$ cat src/rtl/spdc_pkg.sv
`timescale 1ns / 1ps
package spdc_pkg;

   localparam int unsigned SYNC_LEN  = 12;
   localparam int unsigned OUT_LEN_W = 16;
   localparam logic [7:0]  CRC_POLY  = 8'h07;
   localparam logic [7:0]  CRC_INIT  = 8'h00;

   typedef enum logic [1:0] {
      PH_RESYNC  = 2'd0,
      PH_HEADER  = 2'd1,
      PH_PAYLOAD = 2'd2,
      PH_CHECK   = 2'd3
   } phase_type;

   typedef enum logic [2:0] {
      EV_NONE   = 3'd0,
      EV_SYNC   = 3'd1,
      EV_HEADER = 3'd2,
      EV_BYTE   = 3'd3,
      EV_GOOD   = 3'd4,
      EV_BAD    = 3'd5,
      EV_ERROR  = 3'd6
   } event_type;

   typedef struct packed {
      logic [7:0] rx_byte;
      logic       line_error;
   } req_type;

   typedef struct packed {
      event_type             event_res;
      logic [7:0]            data_byte;
      logic [7:0]            packet_type;
      logic [OUT_LEN_W-1:0]  packet_length;
      logic [OUT_LEN_W-1:0]  byte_index;
      logic                  last_payload;
   } rsp_type;

   // Expected byte at each position of the sync sequence.
   function automatic logic [7:0] sync_byte(input logic [3:0] pos);
      logic [7:0] b;
      case (pos)
         4'd0:    b = 8'haa;
         4'd1:    b = 8'h08;
         4'd2:    b = 8'h00;
         4'd3,
         4'd4,
         4'd5,
         4'd6,
         4'd7,
         4'd8:    b = 8'hff;
         4'd9:    b = 8'h12;
         4'd10:   b = 8'hab;
         4'd11:   b = 8'hd6;
         default: b = 8'h00;
      endcase
      return b;
   endfunction

   // Byte-wide CRC-8 update, MSB first.
   function automatic logic [7:0] crc8_update(input logic [7:0] crc, input logic [7:0] b);
      logic [7:0] r;
      r = crc ^ b;
      for (int i = 0; i < 8; i++) begin
         r = r[7] ? ({r[6:0], 1'b0} ^ CRC_POLY) : {r[6:0], 1'b0};
      end
      return r;
   endfunction

endpackage

$ cat src/rtl/spdc_skid.sv
`timescale 1ns / 1ps
module spdc_skid (
   input  logic             clock,
   input  logic             reset,
   input  logic             in_valid,
   output logic             in_stall,
   input  spdc_pkg::rsp_type in_data,
   output logic             out_valid,
   input  logic             out_stall,
   output spdc_pkg::rsp_type out_data
);
   import spdc_pkg::*;

   logic    main_valid_ff, main_valid_in;
   logic    skid_valid_ff, skid_valid_in;
   rsp_type main_ff, main_in;
   rsp_type skid_ff, skid_in;
   logic    out_take;

   // Stall is registered: only a full skid stage holds off the writer.
   assign in_stall  = skid_valid_ff;
   assign out_valid = main_valid_ff;
   assign out_data  = main_ff;
   assign out_take  = main_valid_ff && !out_stall;

   always_comb begin
      main_valid_in = main_valid_ff;
      skid_valid_in = skid_valid_ff;
      main_in       = main_ff;
      skid_in       = skid_ff;
      if (skid_valid_ff) begin
         if (out_take) begin
            main_in       = skid_ff;
            skid_valid_in = 1'b0;
         end
      end else if (in_valid) begin
         if (!main_valid_ff || out_take) begin
            main_in       = in_data;
            main_valid_in = 1'b1;
         end else begin
            skid_in       = in_data;
            skid_valid_in = 1'b1;
         end
      end else if (out_take) begin
         main_valid_in = 1'b0;
      end
   end

   always_ff @(posedge clock) begin
      if (reset) begin
         main_valid_ff <= 1'b0;
         skid_valid_ff <= 1'b0;
      end else begin
         main_valid_ff <= main_valid_in;
         skid_valid_ff <= skid_valid_in;
      end
      main_ff <= main_in;
      skid_ff <= skid_in;
   end

endmodule

$ cat src/rtl/serial_packet_deframer_crc8.sv
`timescale 1ns / 1ps
// Serial packet deframer with CRC-8 check (poly 0x07, init 0).
// Request channel (req_valid / req_stall / req_data): one received byte, or a
// line error, per word. Response channel (rsp_valid / rsp_stall / rsp_data):
// exactly one result word per request word, in order.
// After reset the block hunts for the 12-byte sync sequence, then parses
// frames: type byte, 16-bit little-endian length, payload, CRC-8 byte.
// Payload bytes stream out with their index and a last mark; a bad CRC or a
// line error sends the block back to resync and the receiver must drop the
// payload it already took for that frame.
// Each result word is registered into the result register, or the skid stage
// when that is held. Throughput: one word per cycle while req_stall is low;
// the whole parse step and the unrolled byte-wide CRC update sit between the
// frame state and the result register.
// Stall: a two-entry output (result register plus skid stage) keeps taking
// words while the receiver stalls; req_stall rises once both entries hold
// words and is driven from a register.
// Reset (synchronous, active high): empty both output entries, return to
// resync with all counts, type, length and CRC cleared.
module serial_packet_deframer_crc8 #(
   parameter int unsigned LEN_WIDTH = 16
) (
   input  logic              clock,
   input  logic              reset,
   input  logic              req_valid,
   output logic              req_stall,
   input  spdc_pkg::req_type req_data,
   output logic              rsp_valid,
   input  logic              rsp_stall,
   output spdc_pkg::rsp_type rsp_data
);
   import spdc_pkg::*;

   // Frame state.
   phase_type            phase_ff, phase_in;
   logic [3:0]           sync_match_count_ff, sync_match_count_in;
   logic [1:0]           header_count_ff, header_count_in;
   logic [7:0]           frame_type_ff, frame_type_in;
   logic [LEN_WIDTH-1:0] frame_length_ff, frame_length_in;
   logic [LEN_WIDTH-1:0] bytes_remaining_ff, bytes_remaining_in;
   logic [7:0]           crc_accum_ff, crc_accum_in;
   logic [7:0]           len_low_ff, len_low_in;

   logic                 req_accept;
   logic [7:0]           rx;
   logic [3:0]           sync_count_inc;
   logic [15:0]          hdr_len;
   logic [LEN_WIDTH-1:0] remaining_dec;
   rsp_type              result;

   assign req_accept     = req_valid && !req_stall;
   assign rx             = req_data.rx_byte;
   assign sync_count_inc = sync_match_count_ff + 4'd1;
   assign hdr_len        = {rx, len_low_ff};
   assign remaining_dec  = bytes_remaining_ff - LEN_WIDTH'(1);

   // Next state and result word for the accepted byte.
   always_comb begin
      phase_in            = phase_ff;
      sync_match_count_in = sync_match_count_ff;
      header_count_in     = header_count_ff;
      frame_type_in       = frame_type_ff;
      frame_length_in     = frame_length_ff;
      bytes_remaining_in  = bytes_remaining_ff;
      crc_accum_in        = crc_accum_ff;
      len_low_in          = len_low_ff;
      result              = '0;
      result.event_res    = EV_NONE;

      if (req_accept) begin
         if (req_data.line_error) begin
            // Abort from any phase; keep type and length.
            phase_in            = PH_RESYNC;
            sync_match_count_in = 4'd0;
            result.event_res    = EV_ERROR;
         end else begin
            case (phase_ff)
               PH_RESYNC: begin
                  // Naive match: a mismatch restarts the count, no recheck.
                  if (rx == sync_byte(sync_match_count_ff)) begin
                     if (32'(sync_count_inc) >= SYNC_LEN) begin
                        sync_match_count_in = 4'd0;
                        header_count_in     = 2'd0;
                        phase_in            = PH_HEADER;
                        result.event_res    = EV_SYNC;
                     end else begin
                        sync_match_count_in = sync_count_inc;
                     end
                  end else begin
                     sync_match_count_in = 4'd0;
                  end
               end
               PH_HEADER: begin
                  case (header_count_ff)
                     2'd0: begin
                        frame_type_in   = rx;
                        header_count_in = 2'd1;
                     end
                     2'd1: begin
                        len_low_in      = rx;
                        header_count_in = 2'd2;
                     end
                     default: begin
                        frame_length_in    = hdr_len[LEN_WIDTH-1:0];
                        bytes_remaining_in = hdr_len[LEN_WIDTH-1:0];
                        crc_accum_in       = CRC_INIT;
                        header_count_in    = 2'd0;
                        // Skip straight to the checksum on an empty payload.
                        phase_in = (hdr_len[LEN_WIDTH-1:0] == '0) ? PH_CHECK : PH_PAYLOAD;
                        result.event_res   = EV_HEADER;
                     end
                  endcase
               end
               PH_PAYLOAD: begin
                  crc_accum_in       = crc8_update(crc_accum_ff, rx);
                  bytes_remaining_in = remaining_dec;
                  result.event_res   = EV_BYTE;
                  result.data_byte   = rx;
                  result.byte_index  = OUT_LEN_W'(frame_length_ff - bytes_remaining_ff);
                  if (remaining_dec == '0) begin
                     result.last_payload = 1'b1;
                     phase_in            = PH_CHECK;
                  end
               end
               default: begin
                  if (rx == crc_accum_ff) begin
                     result.event_res = EV_GOOD;
                     header_count_in  = 2'd0;
                     phase_in         = PH_HEADER;
                  end else begin
                     result.event_res    = EV_BAD;
                     sync_match_count_in = 4'd0;
                     phase_in            = PH_RESYNC;
                  end
               end
            endcase
         end
      end

      // Report type and length as they stand after this word.
      result.packet_type   = frame_type_in;
      result.packet_length = OUT_LEN_W'(frame_length_in);
   end

   always_ff @(posedge clock) begin
      if (reset) begin
         phase_ff            <= PH_RESYNC;
         sync_match_count_ff <= 4'd0;
         header_count_ff     <= 2'd0;
         frame_type_ff       <= 8'd0;
         frame_length_ff     <= '0;
         bytes_remaining_ff  <= '0;
         crc_accum_ff        <= CRC_INIT;
         len_low_ff          <= 8'd0;
      end else begin
         phase_ff            <= phase_in;
         sync_match_count_ff <= sync_match_count_in;
         header_count_ff     <= header_count_in;
         frame_type_ff       <= frame_type_in;
         frame_length_ff     <= frame_length_in;
         bytes_remaining_ff  <= bytes_remaining_in;
         crc_accum_ff        <= crc_accum_in;
         len_low_ff          <= len_low_in;
      end
   end

   // Result register plus skid stage toward the receiver.
   spdc_skid u_skid (
      .clock     (clock),
      .reset     (reset),
      .in_valid  (req_accept),
      .in_stall  (req_stall),
      .in_data   (result),
      .out_valid (rsp_valid),
      .out_stall (rsp_stall),
      .out_data  (rsp_data)
   );

endmodule

$ cat config.mk
export PLATFORM = sky130hd
export DESIGN_NAME = serial_packet_deframer_crc8
export DESIGN_NICKNAME = d
export VERILOG_FILES = /design/src/rtl/spdc_pkg.sv /design/src/rtl/spdc_skid.sv /design/src/rtl/serial_packet_deframer_crc8.sv
export SDC_FILE = /design/constraint.sdc
export NUM_CORES = 1
export LEC_CHECK = 0
export ABC_AREA = 0
export BUFFER_PORTS_ARGS = -buffer_cell sky130_fd_sc_hd__buf_2
export CAP_MARGIN = 20
export CORE_MARGIN = 5
export CORE_UTILIZATION = 55
export DETAILED_ROUTE_END_ITERATION = 16
export PLACE_DENSITY = 0.76
export SYNTH_ARGS = -nofsm -noshare
export SYNTH_HDL_FRONTEND = slang
export SYNTH_SLANG_ARGS = --single-unit
$ cat constraint.sdc
create_clock -name clock -period 4.7 [get_ports clock]
set_input_delay 0.47 -clock clock [delete_from_list [all_inputs] [get_ports clock]]
set_output_delay 0.47 -clock clock [all_outputs]
set_load 0.005 [all_outputs]
======== Yosys cells after proc, flatten, opt, wreduce, memory -nomap -nowiden ========
Memory sizes are Yosys's and may differ from the RTL's. A register that Yosys moved wholly into a read port is not among the register bits.
Cells that the tools add are included.
storage, ports and cells
  logic and storage cells ................. 146
  input port bits ......................... 13
  latch bits .............................. 0
  ROM bits ................................ 128
  register bits ........................... 170
  memories kept ........................... 1
  memory bits (writable) .................. 0
memory list
  name              depth  bits a word  rd ports  clocked after memory_dff  wr ports  line            RTL
  (name not given)  16     8            1         1                         0         spdc_pkg.sv:43  case (pos)
operators by class
  div/mod/pow operators ................... 0
  eq/ne operators ......................... 16
  mux-type cells .......................... 65
  shifts and indexed selects .............. 0
  bitwise operators ....................... 13
  add/subtract/negate cells ............... 3
  reductions and logical operators ........ 25
  multipliers ............................. 0
  order comparisons ....................... 1
operators by type and width
  cell                                                                  count
  52-bit 2-to-1 mux                                                     4
  16-bit 2-to-1 mux                                                     5
  8-bit 2-to-1 mux                                                      10
  17-bit 2-to-1 mux                                                     2
  16-bit zero test                                                      2
  16-bit one-hot mux with 2 select lines                                1
  3-bit 2-to-1 mux                                                      9
  4-bit 2-to-1 mux                                                      6
  3-bit inverter                                                        8
  2-bit 2-to-1 mux                                                      9
  8-bit == test                                                         2
  8-bit one-hot mux with 2 select lines                                 1
  16-bit by 1-bit subtractor with 16-bit output, second input constant  1
  16-bit subtractor                                                     1
  1-bit 2-to-1 mux                                                      13
  3-bit inequality test, second input constant                          4
  2-bit one-hot mux with 3 select lines                                 2
  3-bit AND reduction                                                   4
  3-bit one-hot mux with 3 select lines                                 1
  2-bit inequality test, second input constant                          4
  4-bit one-hot mux with 2 select lines                                 1
  4-bit AND reduction                                                   2
  2-bit nonzero test                                                    4
  8-bit XOR                                                             1
  16 further kinds                                                      26

======== Longest topological paths before layout ========
Gate-level depths: netlist (run 1).
  word-level depth ........................ 18
  mapped depth ............................ 13
  mapped depth without buffers ............ 12

======== Modules after synthesis ========
Synthesis (run 1) repeated with hierarchy kept, for this count alone.
unflattened totals
  cell total of the unflattened synthesis .. 778
  area total of the unflattened synthesis .. 8,913.5 µm²
modules (own cells, without submodules)
  module                       seq. area each (µm²)  area an instance (µm²)  instances  cells an instance
  serial_packet_deframer_crc8  1,421.4               4,913.5                 1          604
  spdc_skid                    3,163.0               4,000.1                 1          174

======== Worst setup path before layout (run 1) ========
Ideal clock, no wire load.
  path type ............................... register to register
  from .................................... reg u_skid.skid_valid_ff, in the netlist u_skid.in_stall
  to ...................................... reg u_skid.main_ff, in the netlist u_skid.out_data[0] (enable)
  slack ................................... 0.751 ns
  period minus slack after synthesis ...... 3.949 ns
  buffers on the path ..................... 2
  data required time ...................... 4.221 ns
  library setup time ...................... 0.479 ns
  stages on the path, launching flop included .. 5
  data arrival time ....................... 3.470 ns
  path through ............................ dfxtp_1 -> clkbuf_1 -> clkbuf_1 -> a21oi_1 -> a21oi_1
between the ends
  longest elaborated chain between the ends .. 4
  elaborated cells between the ends (all ways) .. 6
  those cells by class .................... eq/ne: 1; reduce/logical: 5
RTL lines
  what                               line                               RTL
  start, declared                    spdc_skid.sv:15                    logic skid_valid_ff, skid_valid_in;
  start signal, assigned             spdc_skid.sv:55                    skid_valid_ff <= skid_valid_in;
  1-bit zero test                    serial_packet_deframer_crc8.sv:51  assign req_accept = req_valid && !req_stall;
  1-bit logical AND                  serial_packet_deframer_crc8.sv:51
  2-bit nonzero test (no line)       --
  3-bit AND reduction (no line) (*)  --
  end signal, assigned               spdc_skid.sv:57                    main_ff <= main_in;
  end, declared                      spdc_skid.sv:16                    rsp_type main_ff, main_in;
Every way passes the cells marked *; elsewhere a longest branch is shown, timed or not.
A chain may end at the register's enable or synchronous reset.

==> results of run 1 <==
-- cells by family (layout without fill, tap and decap cells) --
| logic type | after synthesis | in the layout | share of synthesized area |
|---|---|---|---|
| mux | 77 | 77 | 0.09732 |
| buf+inv | 69 | 134 | 0.03086 |
| flops | 177 | 177 | 0.5259 |
| fa+ha+maj | 29 | 29 | 0.04249 |
| compound gates | 150 | 150 | 0.1143 |
| xor+xnor | 41 | 41 | 0.04119 |
| simple gates | 249 | 249 | 0.1480 |
-- synth_stat cells, types with 8 or more instances --
cell type,count
a22oi_1,8
nor2_1,75
nand2_1,50
nand3_1,12
xor2_1,16
o21ai_0,17
mux2_2,62
edfxtp_1,104
mux2i_1,15
nor3_1,11
nand4_1,8
a21oi_1,38
inv_1,27
and2_1,10
nand2b_1,14
o21ai_1,12
dfxtp_1,73
xnor2_1,25
nor2b_1,31
clkbuf_1,37
o31ai_1,12
ha_1,28
-- worst min-delay path, stage by stage --
cell and delay [ps]:
buf_2 140, o21ai_0 90, a21oi_1 130
-- metal layers --
layer / vias to the layer above / track usage / wire (um)
met3: 33 / 0.04108 / 938
li1: 2994 / - / -
met5: - / 0 / 0
met4: 0 / 0.07951 / 489
met2: 172 / 0.3377 / 8838
met1: 3017 / 0.2889 / 8709
-- flip-flops by register name (all words and copies together) (netlist names), named ones only --
| name | cells |
|---|---|
| u_skid.out_data | 52 |
| u_skid.skid_ff | 52 |
| bytes_remaining_ff | 16 |
| frame_length_ff | 16 |
| crc_accum_ff | 8 |
| frame_type_ff | 8 |
| len_low_ff | 8 |
| sync_match_count_ff | 4 |
| header_count_ff | 2 |
| phase_ff | 2 |
| u_skid.in_stall | 1 |
| u_skid.out_valid | 1 |
-- cell usage in the layout (no fill, tap or decap), drive strengths merged, types with 4 or more instances in the layout --
| cell type | n |
|---|---|
| a21oi | 39 |
| clkinv | 4 |
| nor2b | 31 |
| nand2 | 50 |
| dfxtp | 73 |
| nand4 | 8 |
| inv | 34 |
| a31oi | 5 |
| nor3 | 14 |
| xnor2 | 25 |
| o22ai | 7 |
| xor2 | 16 |
| nand2b | 14 |
| or3 | 4 |
| buf | 74 |
| nand3 | 12 |
| o31ai | 13 |
| a22oi | 8 |
| nor2 | 76 |
| a211oi | 7 |
| ha | 28 |
| edfxtp | 104 |
| and3 | 6 |
| a211o | 4 |
| o21ai | 29 |
| a21o | 6 |
| clkbuf | 18 |
| and2 | 10 |
| mux2 | 62 |
| mux2i | 15 |
| nor4 | 7 |
-- report_power, final --
group / internal, W / total (W) / leakage (nW) / switching (W)
sequential: 0.00168 / 0.00169 / 1.61 / 0.0000106
combinational: 0.0000641 / 0.000172 / 1.83 / 0.000108
clock: 0.000735 / 0.00135 / 0.266 / 0.000611
total: 0.00248 / 0.00321 / 3.70 / 0.000730
-- layout make-up --
class / instances / area (sq um)
well taps: 216 / 270.3
multi-input cells: 546 / 3879
clock buffers: 18 / 429.2
inverters: 28 / 105.1
flip-flops and latches: 177 / 4586
clock inverters: 14 / 127.6
repair buffers: 74 / 390.4
fillers: 1283 / 5926
-- per-stage QoR --
| step | setup slack [ps] | util | instance area [sq um] |
|---|---|---|---|
| 2_1_floorplan | 751.3 | - | 8717 |
| 3_3_place_gp | 1756 | 0.5874 | 9230 |
| 3_5_place_dp | 1678 | 0.5874 | 9230 |
| 4_1_cts | 1825 | 0.6229 | 9787 |
| 5_1_grt | 1639 | 0.6229 | 9787 |
| 6_report | 1799 | 0.6229 | 9787 |
-- path summary, 6_finish.rpt --
| kind | endpoint | cells after the start | slack [ps] |
|---|---|---|---|
| max | u_skid.out_data[13]$_DFFE_PP_ | 10 | 1800 |
| min reg2reg | bytes_remaining_ff[1]$_SDFFE_PP0P_ | 2 | 510 |
| min | u_skid.out_valid$_SDFFE_PP0P_ | 3 | 420 |
| max reg2reg | u_skid.out_data[13]$_DFFE_PP_ | 10 | 1800 |
==> impl_metrics.py, run 1 <==
metrics = {
    "synth": {
        "ys_seq_area_frac": 0.5259,
        "yosysWarnings": 0,
        "synthCells": 792,
        "syn_avg_cell_area_sq_um": 11.01,
        "synth_top_area_cell": "edfxtp_1",
        "yosysTopAreaCellShare": 0.3583,
        "synth_ff_type": "edfxtp_1",
        "ys_ff_latch": 177,
        "synth-edff-count": 104,
        "postSynth.asyncResetShare": 0,
        "ys_types": 72,
        "syn_area_sq_um": 8717,
        "syn_nets": 834,
        "synthTopCellsByArea": "edfxtp_1 36%, dfxtp_1 17%, mux2_2 8.0%, ha_1 4.0%, nor2_1 3.2%",
    },
    "timing": {
        "worst_pin_slew_ps": 1068,
        "whs_ps": 423.5,
        "fin_setup_tns_ps": 0,
        "post-route-min-period_ps": 2901,
        "period_share": 0.6173,
        "setup_viol": 0,
        "slew_headroom": 0.2865,
        "hold_viol": 0,
        "fin_skew_ps": 8.005,
        "final-max-slew-violation-count": 0,
        "rsz0062_at_grt": "false",
        "fmax_mhz": 344.7,
    },
    "cts": {
        "clkLatencyLatePin_ps": 440,
        "cts_num_sinks": 177,
        "holdBufCountCts": 0,
        "cts_root_buf": "clkbuf_16",
        "htree_levels": 4,
        "cts_tree": "yes",
        "post_cts_resized": 0,
        "clkTransAtPathRegs_ps": 70,
        "cts_setup_buffers": 0,
        "cts-buffers-inserted": 17,
        "clock_path_buffers": 2,
    },
    "final_layout": {
        "nNetsFinal": 886,
        "area_delta_synth_final_pct": 12.27,
        "finalNonFillerCells": 1073,
        "drive_gt1_frac": 0.2112,
        "diodes": 0,
    },
    "grt": {
        "antenna_found_initial": 0,
        "track_usage": 0.2118,
        "grt_pass1_vias": 5809,
        "overflow": 0,
        "grt_max_degree": 71,
        "grt_pass1_wl_um": 30590,
    },
    "power_and_ir_drop": {
        "ir_drop_v": 0.0002449,
        "p_total_w": 0.003212,
        "leakage_nw": 3.704,
        "p_per_area_nw_per_um2": 328.2,
    },
    "worst_setup_path": {
        "cp-start-kind": "flip-flop",
        "crit_slowest_cell": "dfxtp_1",
        "critPathMostFrequentCell": "a21oi_1",
        "critPathMaxFanout": 5,
        "rr_startpoint": "bytes_remaining_ff[0]$_SDFFE_PP0P_",
        "path_buf_inv": 1,
        "arrival_ps": 3060,
        "crit_required_ps": 4850,
        "endpoint_kind": "flip-flop",
        "cp-startpoint": "bytes_remaining_ff[0]$_SDFFE_PP0P_",
        "path_delay_family": "compound AO/OA/AOI/OAI gates",
        "worst-setup-path-type": "reg2reg",
        "max_stage_delay_ps": 420,
        "cp_cell_sequence": "ha_1 > inv_1 > fa_1 > a21o_1 > a21oi_1 > o21ai_1 > a41oi_1 > a21oi_1 > xnor2_1 > o31ai_1",
    },
    "floorplanning": {
        "initial_core_util": 0.5548,
        "dieHeight_um": 135.9,
        "fp-row-count": 46,
        "coreArea_sq_um": 15710,
        "die_area_sq_um": 18470,
        "fp.dieW_um": 135.9,
        "io_pins": 67,
    },
    "outcome": {
        "status": "finished, final reports clean",
    },
    "drt": {
        "drc_errors": 0,
        "via_count": 6216,
        "drtIter0Drc": 607,
        "first_pass_iters": 5,
        "ant_nets": 0,
        "routedWlPerCell_um": 17.68,
        "viasPerCell": 5.793,
        "totalWireLength_um": 18980,
    },
    "placed_design": {
        "portBuffers": 66,
        "dp_cells": 1041,
        "dp_hpwl_um": 12780,
        "gp_congestion": 0.8999,
    },
    "run": {
        "cap_viol_max_count": 0,
    },
    "hold_path": {
        "hold_class": "in2reg",
        "min_from": "rsp_stall",
    },
}
No activity file was read; power rests on OpenSTA's default activity.
==> run 2: changes to the inputs <==
--- a/config.mk
+++ b/config.mk
@@ -9,9 +9,9 @@
 export BUFFER_PORTS_ARGS = -buffer_cell sky130_fd_sc_hd__buf_2
 export CAP_MARGIN = 20
 export CORE_MARGIN = 5
-export CORE_UTILIZATION = 55
+export CORE_UTILIZATION = 54
 export DETAILED_ROUTE_END_ITERATION = 16
-export PLACE_DENSITY = 0.76
+export PLACE_DENSITY = 0.78
 export SYNTH_ARGS = -nofsm -noshare
 export SYNTH_HDL_FRONTEND = slang
 export SYNTH_SLANG_ARGS = --single-unit
==> constraint.sdc (replaced) <==
create_clock -name clock -period 2.37 [get_ports clock]
set_input_delay 0.237 -clock clock [delete_from_list [all_inputs] [get_ports clock]]
set_output_delay 0.237 -clock clock [all_outputs]
set_load 0.005 [all_outputs]
==> run 2 against run 1 <==
Compared with the run above: the run now ends with setup timing left; non-clock buffer count up 86; global-route usage rose by 1.3 points; clock skew rose by 3.8 ps; power grew 100%; core utilization rose by 4.9 points; highest routed layer unchanged.
==> impl_metrics.py, run 2 (synthesized netlist as in run 1, its figures left out) <==
metrics = {
    "outcome": {
        "status": "finished, violations left",
        "violations": "setup timing",
    },
    "worst_setup_path": {
        "cp-start-kind": "flip-flop",
        "crit_required_ps": 2550,
        "worst-setup-path-type": "reg2reg",
        "endpoint_kind": "flip-flop",
        "arrival_ps": 2620,
        "critPathMaxFanout": 4,
    },
    "timing": {
        "period_share": 1.028,
        "worst_pin_slew_ps": 835.7,
        "fmax_mhz": 410.3,
        "hold_viol": 0,
        "fin_setup_tns_ps": -99.41,
        "fin_skew_ps": 11.77,
        "rsz0062_at_grt": "true",
        "whs_ps": 119.5,
        "setup_ws_ps": -67.44,
        "setup_viol": 3,
        "slew_headroom": 0.4408,
        "post-route-min-period_ps": 2437,
        "final-max-slew-violation-count": 0,
    },
    "final_layout": {
        "nNetsFinal": 972,
        "diodes": 0,
        "drive_gt1_frac": 0.3319,
        "layout_commonest_cell": "edfxtp_1",
        "area_delta_synth_final_pct": 22.46,
        "mostFrequentLayoutCells": "104 x edfxtp_1, 91 x buf_4, 72 x nor2_1, 66 x buf_2, 62 x mux2_2",
        "fillCellCount": 1177,
    },
    "cts": {
        "cts_root_buf": "clkbuf_16",
        "holdBufCountCts": 0,
        "clock_path_buffers": 2,
        "htree_levels": 4,
        "clkLatencyLatePin_ps": 430,
        "cts-buffers-inserted": 17,
        "cts_tree": "yes",
        "clkTransAtPathRegs_ps": 70,
        "cts_num_sinks": 177,
    },
    "floorplanning": {
        "fp-row-count": 46,
        "fp.dieW_um": 137.1,
        "io_pins": 67,
        "dieHeight_um": 137.1,
        "initial_core_util": 0.5488,
        "coreArea_sq_um": 15890,
        "die_area_sq_um": 18780,
    },
    "drt": {
        "drc_errors": 0,
        "via_count": 6665,
        "ant_nets": 0,
        "totalWireLength_um": 20830,
        "first_pass_iters": 5,
        "drtIter0Drc": 665,
        "routedWlPerCell_um": 17.97,
        "viasPerCell": 5.751,
    },
    "power_and_ir_drop": {
        "leakage_nw": 4.187,
        "ir_drop_v": 0.0005144,
        "p_per_area_nw_per_um2": 600.9,
    },
    "grt": {
        "overflow": 0,
        "antenna_found_initial": 0,
        "grt_pass1_wl_um": 32680,
        "grt_pass1_vias": 6320,
        "grt_max_degree": 70,
        "track_usage": 0.2250,
    },
    "hold_path": {
        "hold_class": "in2reg",
    },
    "run": {
        "cap_viol_max_count": 0,
    },
    "placed_design": {
        "dp_hpwl_um": 14080,
        "portBuffers": 66,
        "gp_congestion": 0.9203,
    },
}
==> run 2: cell type report <==
cell class	count	area, sq um	area share
clock inverter	14	122.6	0.01149
tap	216	270.3	0.02532
timing repair buffer	160	1074	0.1006
inverter	28	105.1	0.009845
clock buffer	18	439.2	0.04114
multi-input combinational	546	4061	0.3805
sequential	177	4603	0.4312
==> run 2: worst paths after layout <==
kind                                       from                           end  slack, ps  cells after the start
min reg2reg         u_skid.skid_ff[6]$_DFFE_PP_  u_skid.out_data[6]$_DFFE_PP_        530                      2
min                                   req_valid    u_skid.in_stall$_SDFF_PP0_        120                      3
max reg2reg  bytes_remaining_ff[0]$_SDFFE_PP0P_  u_skid.out_data[9]$_DFFE_PP_        -70                     10
max          bytes_remaining_ff[0]$_SDFFE_PP0P_  u_skid.out_data[9]$_DFFE_PP_        -70                     10
==> run 2: layer usage <==
metal | part of all wire | wire (um) | vias up | GRT usage
li1 | - | - | 3155 | -
met3 | 0.063 | 1319 | 46 | 0.04228
met4 | 0.033 | 690 | 0 | 0.09922
met1 | 0.43 | 8987 | 3214 | 0.3012
met5 | 0 | 0 | - | 0
met2 | 0.47 | 9836 | 250 | 0.3572
==> run 2: worst max-delay path: stages, from the launching register on <==
cell and delay [ps]:
dfxtp_4 370, ha_4 140, inv_2 40, fa_2 350, a21o_1 210, a21oi_4 210, o21ai_1 80, a31oi_1 220
xor2_1 210, nor2_1 80, mux2_2 270
==> run 2: power breakdown <==
group | total (W) | internal, W | switching, W
sequential | 0.00336 | 0.00334 | 0.0000206
clock | 0.00267 | 0.00140 | 0.00127
combinational | 0.000386 | 0.000162 | 0.000225
total | 0.00641 | 0.00490 | 0.00151
==> run 2: metrics by stage <==
stage	cell area, sq um	setup slack (ps)	util	cells	power [W]
after floorplan	8786	1.152	-	792	0.003632
after global placement	9952	-43.88	0.6265	1125	0.003800
after detailed placement	9952	-141.7	0.6265	1125	0.003808
after CTS	10550	-13.27	0.6643	1157	0.006448
after global routing	10680	-187.3	0.6720	1159	0.006622
final	10680	-67.44	0.6720	1159	0.006415
==> run 2: what timing repair did <==
item / in CTS / in global routing
endpoints found under the setup margin: 11 / 24
pin swaps: 6 / 18
setup buffers: 0 / 2
gates resized for setup: 11 / 31
==> run 3: changes to the inputs <==
--- a/config.mk
+++ b/config.mk
@@ -11,7 +11,9 @@
 export CORE_MARGIN = 5
 export CORE_UTILIZATION = 54
 export DETAILED_ROUTE_END_ITERATION = 16
+export MAX_ROUTING_LAYER = met4
 export PLACE_DENSITY = 0.78
+export SETUP_SLACK_MARGIN = 0.05
 export SYNTH_ARGS = -nofsm -noshare
 export SYNTH_HDL_FRONTEND = slang
 export SYNTH_SLANG_ARGS = --single-unit
==> run 3 against run 2 <==
Compared with the run above: the run still ends with setup timing left; wire length up 2.6%; clock power down 4%; maximum frequency down 1.6%; hold slack better by 16 ps; cell count up 1.6%; power down 1.5%; flip-flop and latch count unchanged; sequential power about the same; clock skew down 3.4 ps; setup slack worse by 40 ps; core utilization up 1.9 points; register-to-register slack worse by 40 ps.
==> impl_metrics.py, run 3 (synthesized netlist as in run 1, its figures left out) <==
metrics = {
    "cts": {
        "htree_levels": 4,
        "clkTransAtPathRegs_ps": 70,
        "cts_tree": "yes",
        "clock_path_buffers": 2,
        "cts_num_sinks": 177,
        "clkLatencyLatePin_ps": 430,
        "cts-buffers-inserted": 17,
        "cts_root_buf": "clkbuf_16",
    },
    "timing": {
        "hold_viol": 0,
        "slew_headroom": 0.3564,
        "worst_pin_slew_ps": 961.9,
        "setup_ws_ps": -107.2,
        "period_share": 1.045,
        "fmax_mhz": 403.7,
        "final-max-slew-violation-count": 0,
        "fin_skew_ps": 8.403,
        "setup_viol": 2,
        "rsz0062_at_grt": "true",
        "post-route-min-period_ps": 2477,
    },
    "placed_design": {
        "dp_hpwl_um": 14110,
        "portBuffers": 66,
        "dp_cells": 1125,
        "preCtsSetupSlack_ps": -64.49,
        "placed_area_sq_um": 9971,
        "gp_congestion": 0.9738,
    },
    "worst_setup_path": {
        "crit_required_ps": 2550,
        "rr_startpoint": "bytes_remaining_ff[0]$_SDFFE_PP0P_",
        "crit_slowest_cell": "dfxtp_4",
        "worst-setup-path-type": "reg2reg",
        "critPathMaxFanout": 3,
        "ff2ff_setup_slack_ps": -110,
        "cp_cell_sequence": "ha_4 > inv_2 > fa_2 > a21o_1 > a21oi_4 > buf_6 > o21bai_1 > a21oi_1 > xor2_1 > nor2_1 > mux2_2",
        "arrival_ps": 2660,
        "max_stage_delay_ps": 370,
        "endpoint_kind": "flip-flop",
        "cp-startpoint": "bytes_remaining_ff[0]$_SDFFE_PP0P_",
        "cp-start-kind": "flip-flop",
    },
    "final_layout": {
        "layout_commonest_cell": "buf_4",
        "multi_input_area_sq_um": 4243,
        "fin_util": 0.6909,
        "nNetsFinal": 989,
        "mostFrequentLayoutCells": "106 x buf_4, 104 x edfxtp_1, 72 x nor2_1, 66 x buf_2",
        "drive_gt1_frac": 0.3635,
        "finalNonFillerCells": 1177,
        "fillCellCount": 1166,
        "regArea_sq_um": 4607,
        "design_area_sq_um": 10980,
        "area_delta_synth_final_pct": 25.91,
    },
    "power_and_ir_drop": {
        "p_per_area_nw_per_um2": 575.7,
        "ir_drop_v": 0.0005215,
        "leakage_nw": 4.284,
    },
    "floorplanning": {
        "die_area_sq_um": 18780,
        "fp-row-count": 46,
        "fp.dieW_um": 137.1,
        "coreArea_sq_um": 15890,
        "io_pins": 67,
        "dieHeight_um": 137.1,
        "initial_core_util": 0.5488,
    },
    "outcome": {
        "status": "finished, violations left",
        "violations": "setup timing",
    },
    "grt": {
        "grt_pass1_vias": 6415,
        "grt_pass1_wl_um": 32650,
        "overflow": 0,
        "track_usage": 0.2302,
        "antenna_found_initial": 1,
        "grt_max_degree": 70,
    },
    "drt": {
        "drc_errors": 0,
        "viasPerCell": 5.749,
        "ant_nets": 0,
        "routedWlPerCell_um": 18.16,
        "totalWireLength_um": 21380,
        "via_count": 6766,
        "drtIter0Drc": 589,
        "first_pass_iters": 5,
    },
    "hold_path": {
        "hold_class": "in2reg",
        "min_from": "req_valid",
    },
    "run": {
        "cap_viol_max_count": 0,
    },
}
[run 3: changes by cell type in the layout (fill, tap and decap cells not counted), moves of 3 or more]
cell / before / now
a21oi_1: 33 / 30
buf_4: 91 / 106
dfxtp_2: 12 / 9
ha_1: 26 / 17
ha_2: 0 / 6
ha_4: 2 / 5
[run 3: stage by stage]
step                      total power, W  hold slack [ps]  setup TNS, ps
after floorplan                 0.003634            425.0              0
after global placement          0.003800            486.0         -10.80
after detailed placement        0.003809            498.0         -408.9
after CTS                       0.006343            142.5         -35.31
after global routing            0.006542            181.4         -792.9
final                           0.006319            135.8         -110.4
[run 3: path summary, 6_finish.rpt]
kind                                                       to  cells past startpoint
worst max-delay path             u_skid.out_data[7]$_DFFE_PP_                     11
worst min-delay path               u_skid.in_stall$_SDFF_PP0_                      3
worst max register to register   u_skid.out_data[7]$_DFFE_PP_                     11
worst min register to register  u_skid.out_data[12]$_DFFE_PP_                      2
[run 3: final cells by class]
type                       instances  share of cell area
clock buffer                      19             0.03944
sequential                       177              0.4197
timing repair buffer             177              0.1101
antenna                            1           0.0002280
clock inverter                    13            0.009462
tap                              216             0.02462
inverter                          28            0.009804
multi-input combinational        546              0.3866
[run 3: worst max-delay path, delay by kind of cell, from the launching register on]
kind	cells	cell delay (ps)
flops	1	370
xor+xnor	1	180
mux	1	280
simple gates	1	70
fa+ha+maj	2	500
compound gates	4	690
buf+inv	2	160
[run 3: metal layers]
layer / track usage / share of wire / wire length [um]
met2: 0.3643 / 0.49 / 10380
met5: - / 0 / 0
met4: 0.08980 / 0.028 / 609
met3: 0.04375 / 0.057 / 1209
met1: 0.2941 / 0.43 / 9174
[run 3: report_power, final]
part / switching, W / internal [W]
Combinational: 0.000230 / 0.000166
Clock: 0.00121 / 0.00136
Sequential: 0.0000208 / 0.00333
Total: 0.00146 / 0.00486
[run 3: what timing repair did]
item                                    4_1_cts  5_1_grt
hold buffers                                  0        0
resized for setup                            19       56
hold endpoints to repair                      0        0
pin swaps                                    19       44
buffers inserted                              7       12
endpoints found under the setup margin       15       24
